File: config.mk
export PLATFORM = sky130hd
export DESIGN_NAME = blma_front
export DESIGN_NICKNAME = d
export VERILOG_FILES = /design/src/rtl/blma_pkg.sv /design/src/rtl/blma_front.sv
export SDC_FILE = /design/constraint.sdc
export NUM_CORES = 1
export LEC_CHECK = 0
export BUFFER_PORTS_ARGS = -buffer_cell sky130_fd_sc_hd__buf_2
export CAP_MARGIN = 10
export CORE_MARGIN = 2
export CORE_UTILIZATION = 30
export DETAILED_ROUTE_END_ITERATION = 7
export SYNTH_ARGS = -nofsm -noshare
export SYNTH_HDL_FRONTEND = slang
export SYNTH_SLANG_ARGS = --single-unit
File: constraint.sdc
create_clock -name i_clk -period 5.42 [get_ports i_clk]
set_input_delay 0.271 -clock i_clk [delete_from_list [all_inputs] [get_ports i_clk]]
set_output_delay 0.271 -clock i_clk [all_outputs]
set_load 0.005 [all_outputs]
File: src/rtl/blma_pkg.sv
// Package: shared constants of the line-map accumulator.
`timescale 1ns / 1ps
package blma_pkg;
    localparam int MAX_CHANNELS_D   = 4;
    localparam int MAX_HALF_WIDTH_D = 512;
    localparam int MAX_RECORDS_D    = 64;

    localparam logic [1:0] KIND_ACC  = 2'd0;
    localparam logic [1:0] KIND_IGN  = 2'd1;
    localparam logic [1:0] KIND_READ = 2'd2;
    localparam logic [1:0] KIND_BAD  = 2'd3;

    localparam logic [2:0] REG_CH_COUNT = 3'd0;
    localparam logic [2:0] REG_TWO_WAY  = 3'd1;
    localparam logic [2:0] REG_HALF_W   = 3'd2;
    localparam logic [2:0] REG_IGNORE   = 3'd3;
    localparam logic [2:0] REG_RPS      = 3'd4;
    localparam logic [2:0] REG_OFFSET   = 3'd5;
    localparam logic [2:0] REG_GAIN     = 3'd6;
    localparam logic [2:0] REG_AVG      = 3'd7;

    localparam int CFG_W = 24;
    localparam int CLAMP_MAX = 16383;
endpackage

File: src/rtl/blma_front.sv
// Front end: tracks sample position, classifies samples and forms memory addresses.
`timescale 1ns / 1ps
module blma_front
    import blma_pkg::*;
#(
    parameter int MAX_CHANNELS   = MAX_CHANNELS_D,
    parameter int MAX_HALF_WIDTH = MAX_HALF_WIDTH_D,
    parameter int MAX_RECORDS    = MAX_RECORDS_D
) (
    input  logic        i_clk,
    input  logic        i_rst_n,
    input  logic        i_valid,
    output logic        o_ready,
    input  logic        i_op,
    input  logic [15:0] i_sample,
    input  logic [1:0]  i_rd_ch,
    input  logic [6:0]  i_rd_row,
    input  logic [8:0]  i_rd_col,
    input  logic [2:0]  i_ch_count,
    input  logic        i_two_way,
    input  logic [9:0]  i_half_width,
    input  logic [9:0]  i_ignore,
    input  logic [6:0]  i_rps,
    output logic        o_valid,
    input  logic        i_ready,
    output logic [1:0]  o_kind,
    output logic [1:0]  o_ch,
    output logic [6:0]  o_row,
    output logic [8:0]  o_col,
    output logic [15:0] o_sample,
    output logic        o_done
);
    logic [12:0] r_pos, n_pos;
    logic [5:0]  r_rec, n_rec;
    logic        r_valid;
    logic [1:0]  r_kind, n_kind, r_ch, n_ch;
    logic [6:0]  r_row, n_row;
    logic [8:0]  r_col, n_col;
    logic [15:0] r_sample;
    logic        r_done, n_done;

    logic        ch_ok;
    logic [12:0] pixel;
    logic [1:0]  sch;
    logic [10:0] h;
    logic [11:0] ppr;
    logic [13:0] len;
    logic [6:0]  rps_eff;
    logic [5:0]  ridx;
    logic        in_rng;

    assign o_ready = !r_valid || i_ready;
    wire take = i_valid && o_ready;

    always_comb begin
        ch_ok = (i_ch_count == 3'd1) || (i_ch_count == 3'd2) || (i_ch_count == 3'd4);
        case (i_ch_count)
            3'd2: begin pixel = {1'b0, r_pos[12:1]}; sch = {1'b0, r_pos[0]}; end
            3'd4: begin pixel = {2'b0, r_pos[12:2]}; sch = r_pos[1:0]; end
            default: begin pixel = r_pos; sch = 2'd0; end
        endcase
        h = (i_half_width > 10'(MAX_HALF_WIDTH)) ? 11'(MAX_HALF_WIDTH)
                                                 : {1'b0, i_half_width};
        ppr = {h, 1'b0} + {2'b0, i_ignore};
        case (i_ch_count)
            3'd2: len = (ppr == 12'd0) ? 14'd2 : {1'b0, ppr, 1'b0};
            3'd4: len = (ppr == 12'd0) ? 14'd4 : {ppr, 2'b0};
            default: len = (ppr == 12'd0) ? 14'd1 : {2'b0, ppr};
        endcase
        rps_eff = (i_rps == 7'd0) ? 7'd1 :
                  ((i_rps > 7'(MAX_RECORDS)) ? 7'(MAX_RECORDS) : i_rps);
        ridx = ({1'b0, r_rec} < 7'(MAX_RECORDS)) ? r_rec : 6'd0;
        in_rng = ({5'b0, i_rd_ch} < 7'(MAX_CHANNELS)) &&
                 ({1'b0, i_rd_row} < 8'(2 * MAX_RECORDS)) &&
                 ({1'b0, i_rd_col} < 10'(MAX_HALF_WIDTH));

        n_pos = r_pos; n_rec = r_rec;
        n_kind = KIND_IGN; n_ch = 2'd0; n_row = 7'd0; n_col = 9'd0; n_done = 1'b0;
        if (i_op) begin
            n_ch = i_rd_ch; n_row = i_rd_row; n_col = i_rd_col;
            n_kind = in_rng ? KIND_READ : KIND_BAD;
        end else if (ch_ok) begin
            n_ch = sch;
            if (pixel >= 13'd1 && pixel <= {2'b0, h}) begin
                n_kind = KIND_ACC;
                n_col = 9'(pixel - 13'd1);
                n_row = i_two_way ? {ridx, 1'b0} : {1'b0, ridx};
            end else if (i_two_way && pixel >= {2'b0, h} + 13'd2 &&
                         pixel <= {1'b0, h, 1'b0} + 13'd1) begin
                n_kind = KIND_ACC;
                n_col = 9'({1'b0, h, 1'b0} + 13'd1 - pixel);
                n_row = {ridx, 1'b1};
            end
            if ({1'b0, r_pos} + 14'd1 >= len) begin
                n_done = 1'b1;
                n_pos = 13'd0;
                n_rec = ({1'b0, ridx} + 7'd1 >= rps_eff) ? 6'd0 : ridx + 6'd1;
            end else begin
                n_pos = r_pos + 13'd1;
            end
        end
    end

    always_ff @(posedge i_clk) begin
        if (!i_rst_n) begin
            r_pos <= '0; r_rec <= '0; r_valid <= 1'b0;
        end else begin
            if (take) begin
                r_pos <= n_pos; r_rec <= n_rec; r_valid <= 1'b1;
            end else if (i_ready) begin
                r_valid <= 1'b0;
            end
        end
    end

    always_ff @(posedge i_clk) begin
        if (take) begin
            r_kind <= n_kind; r_ch <= n_ch; r_row <= n_row; r_col <= n_col;
            r_sample <= i_sample; r_done <= n_done;
        end
    end

    assign o_valid = r_valid;
    assign o_kind = r_kind;
    assign o_ch = r_ch;
    assign o_row = r_row;
    assign o_col = r_col;
    assign o_sample = r_sample;
    assign o_done = r_done;
endmodule

==> qor.tcl, run 1 <==
set qor(status) {complete, no violations}
set qor(crit_path_cell_trace) {buf_2 > nor4_1 > nand2_1 > o41ai_1 > buf_4 > and2_1 > ha_1 > a21oi_1 > nand2_1 > o311ai_0 > a21oi_1 > nor4bb_1 > a41o_1 > and2_1 > ha_1 > nand2b_1 > a21oi_1 > nor2b_1 > o21ai_0 > a21oi_1 > o22ai_1 > o21ai_1 > buf_4 > a21oi_1}
set qor(drive_gt1_share_pct) 20.17
set qor(port_buffers) 108
set qor(dr_total_vias) 4786
set qor(cp_slowest_stage_delay_ns) 0.32
set qor(drt-initial-drc-count) 340
set qor(cp_slowest_cell) {sky130_fd_sc_hd__ha_1}
set qor(first_pass_grt_wire_length_um) 22520
set qor(setup_viol) 0
set qor(max_freq_mhz) 217.3
set qor(timing.critical_path.arrival_ns) 4.86
set qor(crit_type) {in -> reg}
set qor(crit_path_end_kind) {flip-flop}
set qor(fp.dieW_um) 136.3
set qor(floorplan_core_area_um2) 17240
set qor(post_place_cells) 928
set qor(worst_ep_required_time_ns) 5.68
set qor(drc_errors) 0
set qor(hold_viol) 0
set qor(ys_warn_count) 0
set qor(seq_area_frac_synth_pct) 28.77
set qor(post-synth-top-area-fraction_pct) 21.15
set qor(antenna_found_initial) 0
set qor(stdcell_area_um2) 6302
set qor(post_cts.repair.setup_buffers) 0
set qor(most_numerous_cell_types_in_the_synthesized_netlist) {sky130_fd_sc_hd__ha_1 (71), sky130_fd_sc_hd__nand2_1 (62), sky130_fd_sc_hd__nor2_1 (55)}
set qor(worst-path-buf-inv) 3
set qor(die_height_um) 136.3
set qor(ctsHtreeMaxLevel) 3
set qor(synth.most_common_cell) {sky130_fd_sc_hd__ha_1}
set qor(synth_area_leaders) {sky130_fd_sc_hd__edfxtp_1 (21%), sky130_fd_sc_hd__ha_1 (17%), sky130_fd_sc_hd__dfxtp_1 (7.6%), sky130_fd_sc_hd__xnor2_1 (5.3%), sky130_fd_sc_hd__nand2_1 (4.4%)}
set qor(postSynthRegisterBits) 57
set qor(ff2ff_setup_slack_ns) 1.66
set qor(antennaDiodeCount) 0
set qor(detail_route.wirelength_um) 14080
set qor(syn_area_per_cell_um2) 8.501
set qor(max_capacitance_violation_count) 0
set qor(max-clock-path-buffers) 2
set qor(critical_path.most_common_cell) {sky130_fd_sc_hd__a21oi_1}
set qor(tritoncts_num_sinks) 57
set qor(p_leak_nw) 2.802
set qor(area_growth_pct) 19.96
set qor(clock_insertion_delay_worst_skew_ns) 0.32
set qor(slew_viol_final) 0
set qor(first_global_vias) 4383
set qor(synth-edff-count) 37
set qor(final_net_count) 857
set qor(fin_worst_skew_ns) 0.004444
set qor(synth_flop_cell) {sky130_fd_sc_hd__edfxtp_1}
set qor(die_area_um2) 18590
set qor(multi_input_logic_area_um2) 3462
set qor(min_period_over_period_pct) 84.92
set qor(dpl-instance-area_um2) 5991
set qor(synthesis.nets) 761
set qor(relative_slew_margins_pct) 35.52
set qor(dp.final_hpwl_um) 11490
set qor(netlist_area_um2) 5254
set qor(cts-resized-gates) 0
set qor(ctsHoldBuffers) 0
set qor(nFillCells) 1809
set qor(clk_root_buffer_cell) {sky130_fd_sc_hd__clkbuf_16}
set qor(firstDrtPassIters) 5
set qor(worstHoldPathType) {in -> reg}
set qor(yosysTopAreaCell) {sky130_fd_sc_hd__edfxtp_1}
set qor(power_per_cell_area_nw_per_um2) 235.0
set qor(fin_tns_setup_ns) 0
set qor(initial_core_util_pct) 30.48
set qor(kind_of_cell_with_the_highest_combined_delay_on_the_critical_path) {compound AO/OA/AOI/OAI gates}
set qor(synthesis.instances) 618
set qor(globalplace.congestion) 0.9141
set qor(synth_async_sr_flop_share_pct) 0
set qor(core.rowCount) 48
set qor(peakVddDrop_uv) 200.7
set qor(cts_buffers) 9
set qor(synth.lib_cells_used.distinct) 66
set qor(pin_count_of_the_biggest_net_entering_global_routing) 40
set qor(clkTransAtPathRegs_ns) 0.05
set qor(tritoncts_clock_tree) {done}
set qor(grt_setup_unrepaired) {false}
set qor(gr-usage-all-layers_pct) 15.39
set qor(design.portCount) 109
set qor(routedWlPerCell_um) 14.91
set qor(crit_path_start_kind) {primary input}
set qor(route.antenna.remaining_nets) 0
set qor(grt-ovfl-total) 0
set qor(timing.final.crit_period_ns) 4.603
set qor(critical_path.max_fanout) 13
set qor(post_drt_via_cell_ratio) 5.070
set qor(max_slew.worst_pin.slew_ns) 0.9672
set qor(seqCellArea_um2) 1511
set qor(post_layout_nonfiller_instances) 944
==> cell type report <==
class	instances	share of cell area [%]
Multi-Input combinational cell	493	54.93
Sequential cell	57	23.98
Timing Repair Buffer	115	9.410
Tap cell	225	4.467
Clock buffer	10	3.633
Inverter	38	2.263
Clock inverter	6	1.310
==> cell families after synthesis <==
group           share of synthesized area [%]
compound gates                          19.01
xor+xnor                                8.836
fa+ha+maj                               17.67
buf+inv                                 5.358
flops                                   28.77
mux                                     1.929
other cells                           0.07138
simple gates                            18.36
==> flip-flops by register name, summed over array words and instances, names as in the netlist <==
signal	count
o_ch	2
o_col	9
o_done	1
o_kind	2
o_row	7
o_sample	16
o_valid	1
r_pos	13
r_rec	6
==> through the flow <==
stage	setup slack, ns	hold slack [ns]	power, W	util, %
2_1_floorplan	0.8498	0.3699	0.0007832	-
3_3_place_gp	0.6192	0.4481	0.0009018	34.76
3_5_place_dp	0.5418	0.4494	0.0009052	34.76
4_1_cts	0.8451	0.1021	0.001496	36.56
5_1_grt	0.3267	0.1077	0.001563	36.56
6_report	0.8174	0.1181	0.001481	36.56
==> path summary, 6_finish.rpt <==
kind,end,from,cells after the start
worst max-delay path,r_pos[1]$_SDFFE_PN0P_,i_half_width[6],24
worst min-delay path,o_sample[1]$_DFFE_PP_,i_sample[1],1
worst max register to register,o_col[1]$_DFFE_PP_,r_pos[4]$_SDFFE_PN0P_,12
worst min register to register,o_valid$_SDFFE_PN0P_,o_valid$_SDFFE_PN0P_,2
==> per-layer routing <==
| metal | vias up | global-route usage [%] | share of wire [%] |
|---|---|---|---|
| li1 | 2414 | - | - |
| met1 | 2170 | 22.81 | 50 |
| met2 | 188 | 22.50 | 40 |
| met3 | 14 | 2.610 | 7.9 |
| met4 | 0 | 4.919 | 1.4 |
| met5 | - | 0 | 0 |
==> where the power goes <==
part	internal, W	total [W]	switching (W)
Sequential	0.000489	0.000495	0.00000615
Combinational	0.000172	0.000404	0.000232
Clock	0.000399	0.000583	0.000184
Total	0.00106	0.00148	0.000422
==> cells in the final DEF (no fill, tap or decap), types with 14 or more instances in the layout <==
cell type	instances
sky130_fd_sc_hd__o21ai_0	17
sky130_fd_sc_hd__nor2_1	55
sky130_fd_sc_hd__xnor2_1	32
sky130_fd_sc_hd__o22ai_1	26
sky130_fd_sc_hd__ha_1	71
sky130_fd_sc_hd__nand3_1	19
sky130_fd_sc_hd__nand2_1	62
sky130_fd_sc_hd__o21ai_1	14
sky130_fd_sc_hd__inv_1	37
sky130_fd_sc_hd__xor2_1	21
sky130_fd_sc_hd__dfxtp_1	20
sky130_fd_sc_hd__edfxtp_1	37
sky130_fd_sc_hd__a21oi_1	38
sky130_fd_sc_hd__buf_2	108
No activity file was read; power rests on OpenSTA's default activity.
==> run 2: changes to the inputs <==
==> constraint.sdc (replaced) <==
create_clock -name i_clk -period 4 [get_ports i_clk]
set_input_delay 0.2 -clock i_clk [delete_from_list [all_inputs] [get_ports i_clk]]
set_output_delay 0.2 -clock i_clk [all_outputs]
set_load 0.005 [all_outputs]
==> run 2 against run 1 <==
- register-to-register slack lost 1.1 ns
- clock power grew 21%
- critical path type unchanged
- critical path depth grew 1
- die area is the same
- non-clock buffer count grew 59
==> qor.tcl, run 2 (synthesis results as in run 1) <==
set qor(worst_ep_required_time_ns) 4.25
set qor(initial_core_util_pct) 30.48
set qor(max_slew.worst_pin.slew_ns) 0.6298
set qor(ff2ff_setup_slack_ns) 0.59
set qor(cts_buffers) 9
set qor(final_net_count) 916
set qor(crit_type) {in -> reg}
set qor(clock_insertion_delay_worst_skew_ns) 0.33
set qor(drive_gt1_share_pct) 30.46
set qor(peakVddDrop_uv) 270.2
set qor(drt-initial-drc-count) 231
set qor(hold_viol) 0
set qor(timing.final.crit_period_ns) 3.831
set qor(clk_root_buffer_cell) {sky130_fd_sc_hd__clkbuf_16}
set qor(antennaDiodeCount) 0
set qor(max_freq_mhz) 261.0
set qor(relative_slew_margins_pct) 58.01
set qor(cp_slowest_cell) {sky130_fd_sc_hd__nor4_4}
set qor(tritoncts_num_sinks) 57
set qor(fp.dieW_um) 136.3
set qor(first_pass_grt_wire_length_um) 23520
set qor(critical_path.max_fanout) 4
set qor(crit_path_end_kind) {flip-flop}
set qor(stdcell_area_um2) 6947
set qor(first_global_vias) 4901
set qor(status) {complete, no violations}
set qor(dp.final_hpwl_um) 11880
set qor(grt-ovfl-total) 0
set qor(post_drt_via_cell_ratio) 4.938
set qor(port_buffers) 108
set qor(detail_route.wirelength_um) 14630
set qor(max-clock-path-buffers) 2
set qor(globalplace.congestion) 0.8528
set qor(clkTransAtPathRegs_ns) 0.05
set qor(design.portCount) 109
set qor(power_per_cell_area_nw_per_um2) 290.3
set qor(floorplan_core_area_um2) 17240
set qor(core_occupancy_in_the_finished_layout_pct) 40.30
set qor(routedWlPerCell_um) 14.59
set qor(fin_worst_skew_ns) 0.007710
set qor(ctsHtreeMaxLevel) 3
set qor(p_leak_nw) 3.125
set qor(max_capacitance_violation_count) 0
set qor(die_area_um2) 18590
set qor(firstDrtPassIters) 5
set qor(whs_ns) 0.05189
set qor(timing.critical_path.arrival_ns) 4.08
set qor(pin_count_of_the_biggest_net_entering_global_routing) 39
set qor(design_power_total_w) 0.002016
set qor(layout.cells.most_common_list) {sky130_fd_sc_hd__buf_2 (108), sky130_fd_sc_hd__ha_1 (68), sky130_fd_sc_hd__buf_4 (62), sky130_fd_sc_hd__nand2_1 (58), sky130_fd_sc_hd__nor2_1 (53)}
set qor(mostFrequentLayoutCell) {sky130_fd_sc_hd__buf_2}
set qor(setup_viol) 0
set qor(area_growth_pct) 32.22
set qor(min_period_over_period_pct) 95.77
set qor(antenna_found_initial) 0
set qor(number_of_flip_flops_under_the_largest_register_name) 16
set qor(die_height_um) 136.3
set qor(crit_path_start_kind) {primary input}
set qor(cp_slowest_stage_delay_ns) 0.27
set qor(post-place-ws_ns) -0.4122
set qor(post-route-worst-setup-slack_ns) 0.1691
set qor(route.antenna.remaining_nets) 0
set qor(gr-usage-all-layers_pct) 15.91
set qor(slew_viol_final) 0
set qor(worstHoldPathType) {in -> reg}
set qor(ctsHoldBuffers) 0
set qor(drc_errors) 0
set qor(dpl-instance-area_um2) 6481
set qor(tritoncts_clock_tree) {done}
set qor(dr_total_vias) 4953
set qor(core.rowCount) 48
## run 2: layer usage
| layer | vias up | wire length [um] | GRT usage, % |
|---|---|---|---|
| li1 | 2528 | - | - |
| met1 | 2265 | 7080 | 21.30 |
| met2 | 151 | 6510 | 26.58 |
| met3 | 9 | 915 | 2.461 |
| met4 | 0 | 123 | 4.340 |
| met5 | - | 0 | 0 |
## run 2: area by class of cell
class                           instances  area, um^2
Clock buffer                           12       257.7
Clock inverter                          4       25.02
Fill cell                            1735       10290
Inverter                               38       146.4
Multi-Input combinational cell        493        3674
Sequential cell                        57        1511
Tap cell                              225       281.5
Timing Repair Buffer                  174        1051
## run 2: worst max-delay path, delay by kind of cell
family | cells | cell delay (ns)
AOI/OAI and AO/OA | 10 | 1.47
adders and majority gates | 2 | 0.38
and+or+nand+nor | 8 | 1.30
xor gates and xnor gates | 1 | 0.19
buffers and inverters | 4 | 0.52
## run 2: final timing paths
kind	from	end	cells past startpoint
worst max register to register	r_pos[0]$_SDFFE_PN0P_	r_rec[2]$_SDFFE_PN0P_	15
worst max-delay path	i_half_width[8]	r_rec[1]$_SDFFE_PN0P_	25
worst min register to register	o_valid$_SDFFE_PN0P_	o_valid$_SDFFE_PN0P_	2
worst min-delay path	i_sample[6]	o_sample[6]$_DFFE_PP_	1
## run 2: power by group
group	switching, W	internal [W]	total [W]
clock	0.000253	0.000455	0.000708
combinational	0.000334	0.000306	0.000639
sequential	0.00000789	0.000661	0.000669
total	0.000594	0.00142	0.00202
## run 2: metrics by stage
step	TNS (ns)	cells
detailed placement	-7.355	981
global placement	-4.407	981
finish	0	1003
CTS	0	998
global route	-0.7709	1003
floorplan	-0.3268	618
## run 2: repair_timing
action / CTS / global route
resized for setup: 2 / 25
pin swaps: 1 / 17
endpoints found under the setup margin: 19 / 20
buffers inserted: 1 / 5
==> run 3: changes to the inputs <==
--- a/config.mk
+++ b/config.mk
@@ -10,6 +10,7 @@
 export CORE_MARGIN = 2
 export CORE_UTILIZATION = 30
 export DETAILED_ROUTE_END_ITERATION = 7
+export RECOVER_POWER = 50
 export SYNTH_ARGS = -nofsm -noshare
 export SYNTH_HDL_FRONTEND = slang
 export SYNTH_SLANG_ARGS = --single-unit
==> run 3 against run 2 <==
- the run now ends with max-capacitance violations, max-slew violations left
- design area is 0.63% lower
- register-to-register slack about the same
- utilization is 0.25 points lower
- fmax fell by 0.22%
- global-route usage stayed put
- worst hold slack better by 0.0012 ns
- via count is essentially flat
- highest routed layer unchanged
==> qor.tcl, run 3 (synthesis results as in run 1) <==
set qor(dpl-instance-area_um2) 6481
set qor(internal-power_w) 0.001418
set qor(timing.critical_path.arrival_ns) 4.09
set qor(clkTransAtPathRegs_ns) 0.05
set qor(drc_errors) 0
set qor(crit_type) {in -> reg}
set qor(total_switching_power_w) 0.0005947
set qor(route.antenna.remaining_nets) 0
set qor(pin_count_of_the_biggest_net_entering_global_routing) 39
set qor(final_net_count) 916
set qor(max-clock-path-buffers) 2
set qor(drive_gt1_share_pct) 26.48
set qor(die_area_um2) 18590
set qor(firstDrtPassIters) 5
set qor(cp_slowest_cell) {sky130_fd_sc_hd__nor4_4}
set qor(max_freq_mhz) 260.5
set qor(power_per_cell_area_nw_per_um2) 291.5
set qor(share_seq_of_total_power_pct) 33.3
set qor(routed-wl-met2_um) 6478
set qor(max_capacitance_violation_count) 1
set qor(failed_checks) {max-capacitance violations, max-slew violations}
set qor(share_clk_of_total_power_pct) 35.2
set qor(routedWlPerCell_um) 14.59
set qor(nFillCells) 1754
set qor(area_growth_pct) 31.39
set qor(fp.dieW_um) 136.3
set qor(max_slew.worst_pin.slew_ns) 1.976
set qor(detail_route.wirelength_um) 14630
set qor(route.layer.met1.wl_um) 7027
set qor(globalplace.congestion) 0.8528
set qor(dr.max_layer_used) {met4}
set qor(min_period_over_period_pct) 95.98
set qor(tritoncts_clock_tree) {done}
set qor(worstHoldPathType) {in -> reg}
set qor(p_leak_nw) 3.036
set qor(post_drt_via_cell_ratio) 4.939
set qor(first_pass_grt_wire_length_um) 23520
set qor(gr-usage-all-layers_pct) 15.91
set qor(ctsHtreeMaxLevel) 3
set qor(drt-initial-drc-count) 217
set qor(fin_worst_skew_ns) 0.007393
set qor(cp_slowest_stage_delay_ns) 0.27
set qor(first_global_vias) 4901
set qor(floorplan_core_area_um2) 17240
set qor(grt-ovfl-total) 0
set qor(port_buffers) 108
set qor(fin_tns_setup_ns) 0
set qor(tritoncts_num_sinks) 57
set qor(mostFrequentLayoutCell) {sky130_fd_sc_hd__buf_2}
set qor(dr_total_vias) 4954
set qor(slew_viol_final) 39
set qor(critical_path.max_fanout) 4
set qor(wl_met3_um) 1016
set qor(stdcell_area_um2) 6903
set qor(crit_path_end_kind) {flip-flop}
set qor(status) {complete, but fails checks}
set qor(die_height_um) 136.3
set qor(crit_path_start_kind) {primary input}
set qor(clk_root_buffer_cell) {sky130_fd_sc_hd__clkbuf_16}
set qor(core.rowCount) 48
set qor(share_comb_of_total_power_pct) 31.5
set qor(ctsHoldBuffers) 0
set qor(worst_ep_required_time_ns) 4.25
set qor(layout.cells.most_common_list) {sky130_fd_sc_hd__buf_2 (80), sky130_fd_sc_hd__ha_1 (68), sky130_fd_sc_hd__buf_4 (60), sky130_fd_sc_hd__nand2_1 (58), sky130_fd_sc_hd__nor2_1 (53)}
set qor(dp.final_hpwl_um) 11880
set qor(cts_buffers) 9
set qor(peakVddDrop_uv) 270.2
set qor(antenna_found_initial) 0
set qor(relative_slew_margins_pct) -31.74
set qor(setup_viol) 0
set qor(hold_viol) 0
set qor(initial_core_util_pct) 30.48
set qor(net_switching_share_of_the_total_power_pct) 29.55
set qor(design.portCount) 109
set qor(antennaDiodeCount) 0
set qor(number_of_flip_flops_under_the_largest_register_name) 16
set qor(timing.final.crit_period_ns) 3.839
set qor(clock_insertion_delay_worst_skew_ns) 0.32
-- run 3: cell types whose count changed in the layout (fill, tap and decap cells not counted) --
cell                       before  now
sky130_fd_sc_hd__buf_2        108   80
sky130_fd_sc_hd__clkbuf_1       2   32
sky130_fd_sc_hd__buf_4         62   60
sky130_fd_sc_hd__and2_0         0    1
sky130_fd_sc_hd__and2_2         1    0
-- run 3: area by class of cell --
type / count / area, um^2 / area share (%)
clock inverter: 4 / 25.02 / 0.3625
sequential: 57 / 1511 / 21.90
clock buffer: 12 / 257.7 / 3.734
multi-input combinational: 493 / 3672 / 53.20
inverter: 38 / 146.4 / 2.121
tap: 225 / 281.5 / 4.078
timing repair buffer: 174 / 1008 / 14.61
-- run 3: worst paths after layout --
kind,cells after the start,start,slack (ns),endpoint
worst max-delay path,25,i_half_width[8],0.16,r_rec[1]$_SDFFE_PN0P_
worst min-delay path,1,i_sample[6],0.05,o_sample[6]$_DFFE_PP_
worst max register to register,15,r_pos[0]$_SDFFE_PN0P_,0.59,r_rec[2]$_SDFFE_PN0P_
worst min register to register,2,o_valid$_SDFFE_PN0P_,0.53,o_valid$_SDFFE_PN0P_
-- run 3: what timing repair did --
item | CTS | global route
resized for setup | 2 | 25
setup endpoints to repair | 19 | 20
gates cloned | 0 | 0
pin swaps | 1 | 17
buffers inserted | 1 | 5
endpoints found under the hold margin | 0 | 0
-- run 3: routing by layer --
metal / up-vias / GRT usage (%)
met3: 7 / 2.461
met5: - / 0
met4: 0 / 4.340
li1: 2527 / -
met2: 177 / 26.58
met1: 2243 / 21.30
-- run 3: power by group through the flow --
| stage | Combinational [W] | Clock [W] | Sequential, W |
|---|---|---|---|
| floorplan | 0.000388 | 0 | 0.000685 |
| global placement | 0.000608 | 0 | 0.000680 |
| detailed placement | 0.000614 | 0 | 0.000681 |
| CTS | 0.000618 | 0.000721 | 0.000670 |
| global route | 0.000712 | 0.000746 | 0.000674 |
| finish | 0.000634 | 0.000708 | 0.000671 |
-- run 3: critical path: cells and delay by family --
family	cells	cell delay (ns)
xor gates and xnor gates	1	0.19
and+or+nand+nor	8	1.30
AOI/OAI and AO/OA	10	1.48
adders and majority gates	2	0.38
buffers and inverters	4	0.52
-- run 3: per-stage QoR --
stage	cells	hold slack [ns]	total power, W	util [%]	setup WS (ns)
2_1_floorplan	618	0.2989	0.001073	-	-0.03284
3_3_place_gp	981	0.3766	0.001289	37.60	-0.2556
3_5_place_dp	981	0.3825	0.001295	37.60	-0.4122
4_1_cts	998	0.04498	0.002009	39.37	0.01451
5_1_grt	1003	0.04490	0.002132	40.05	-0.06738
6_report	1003	0.05309	0.002012	40.05	0.1607
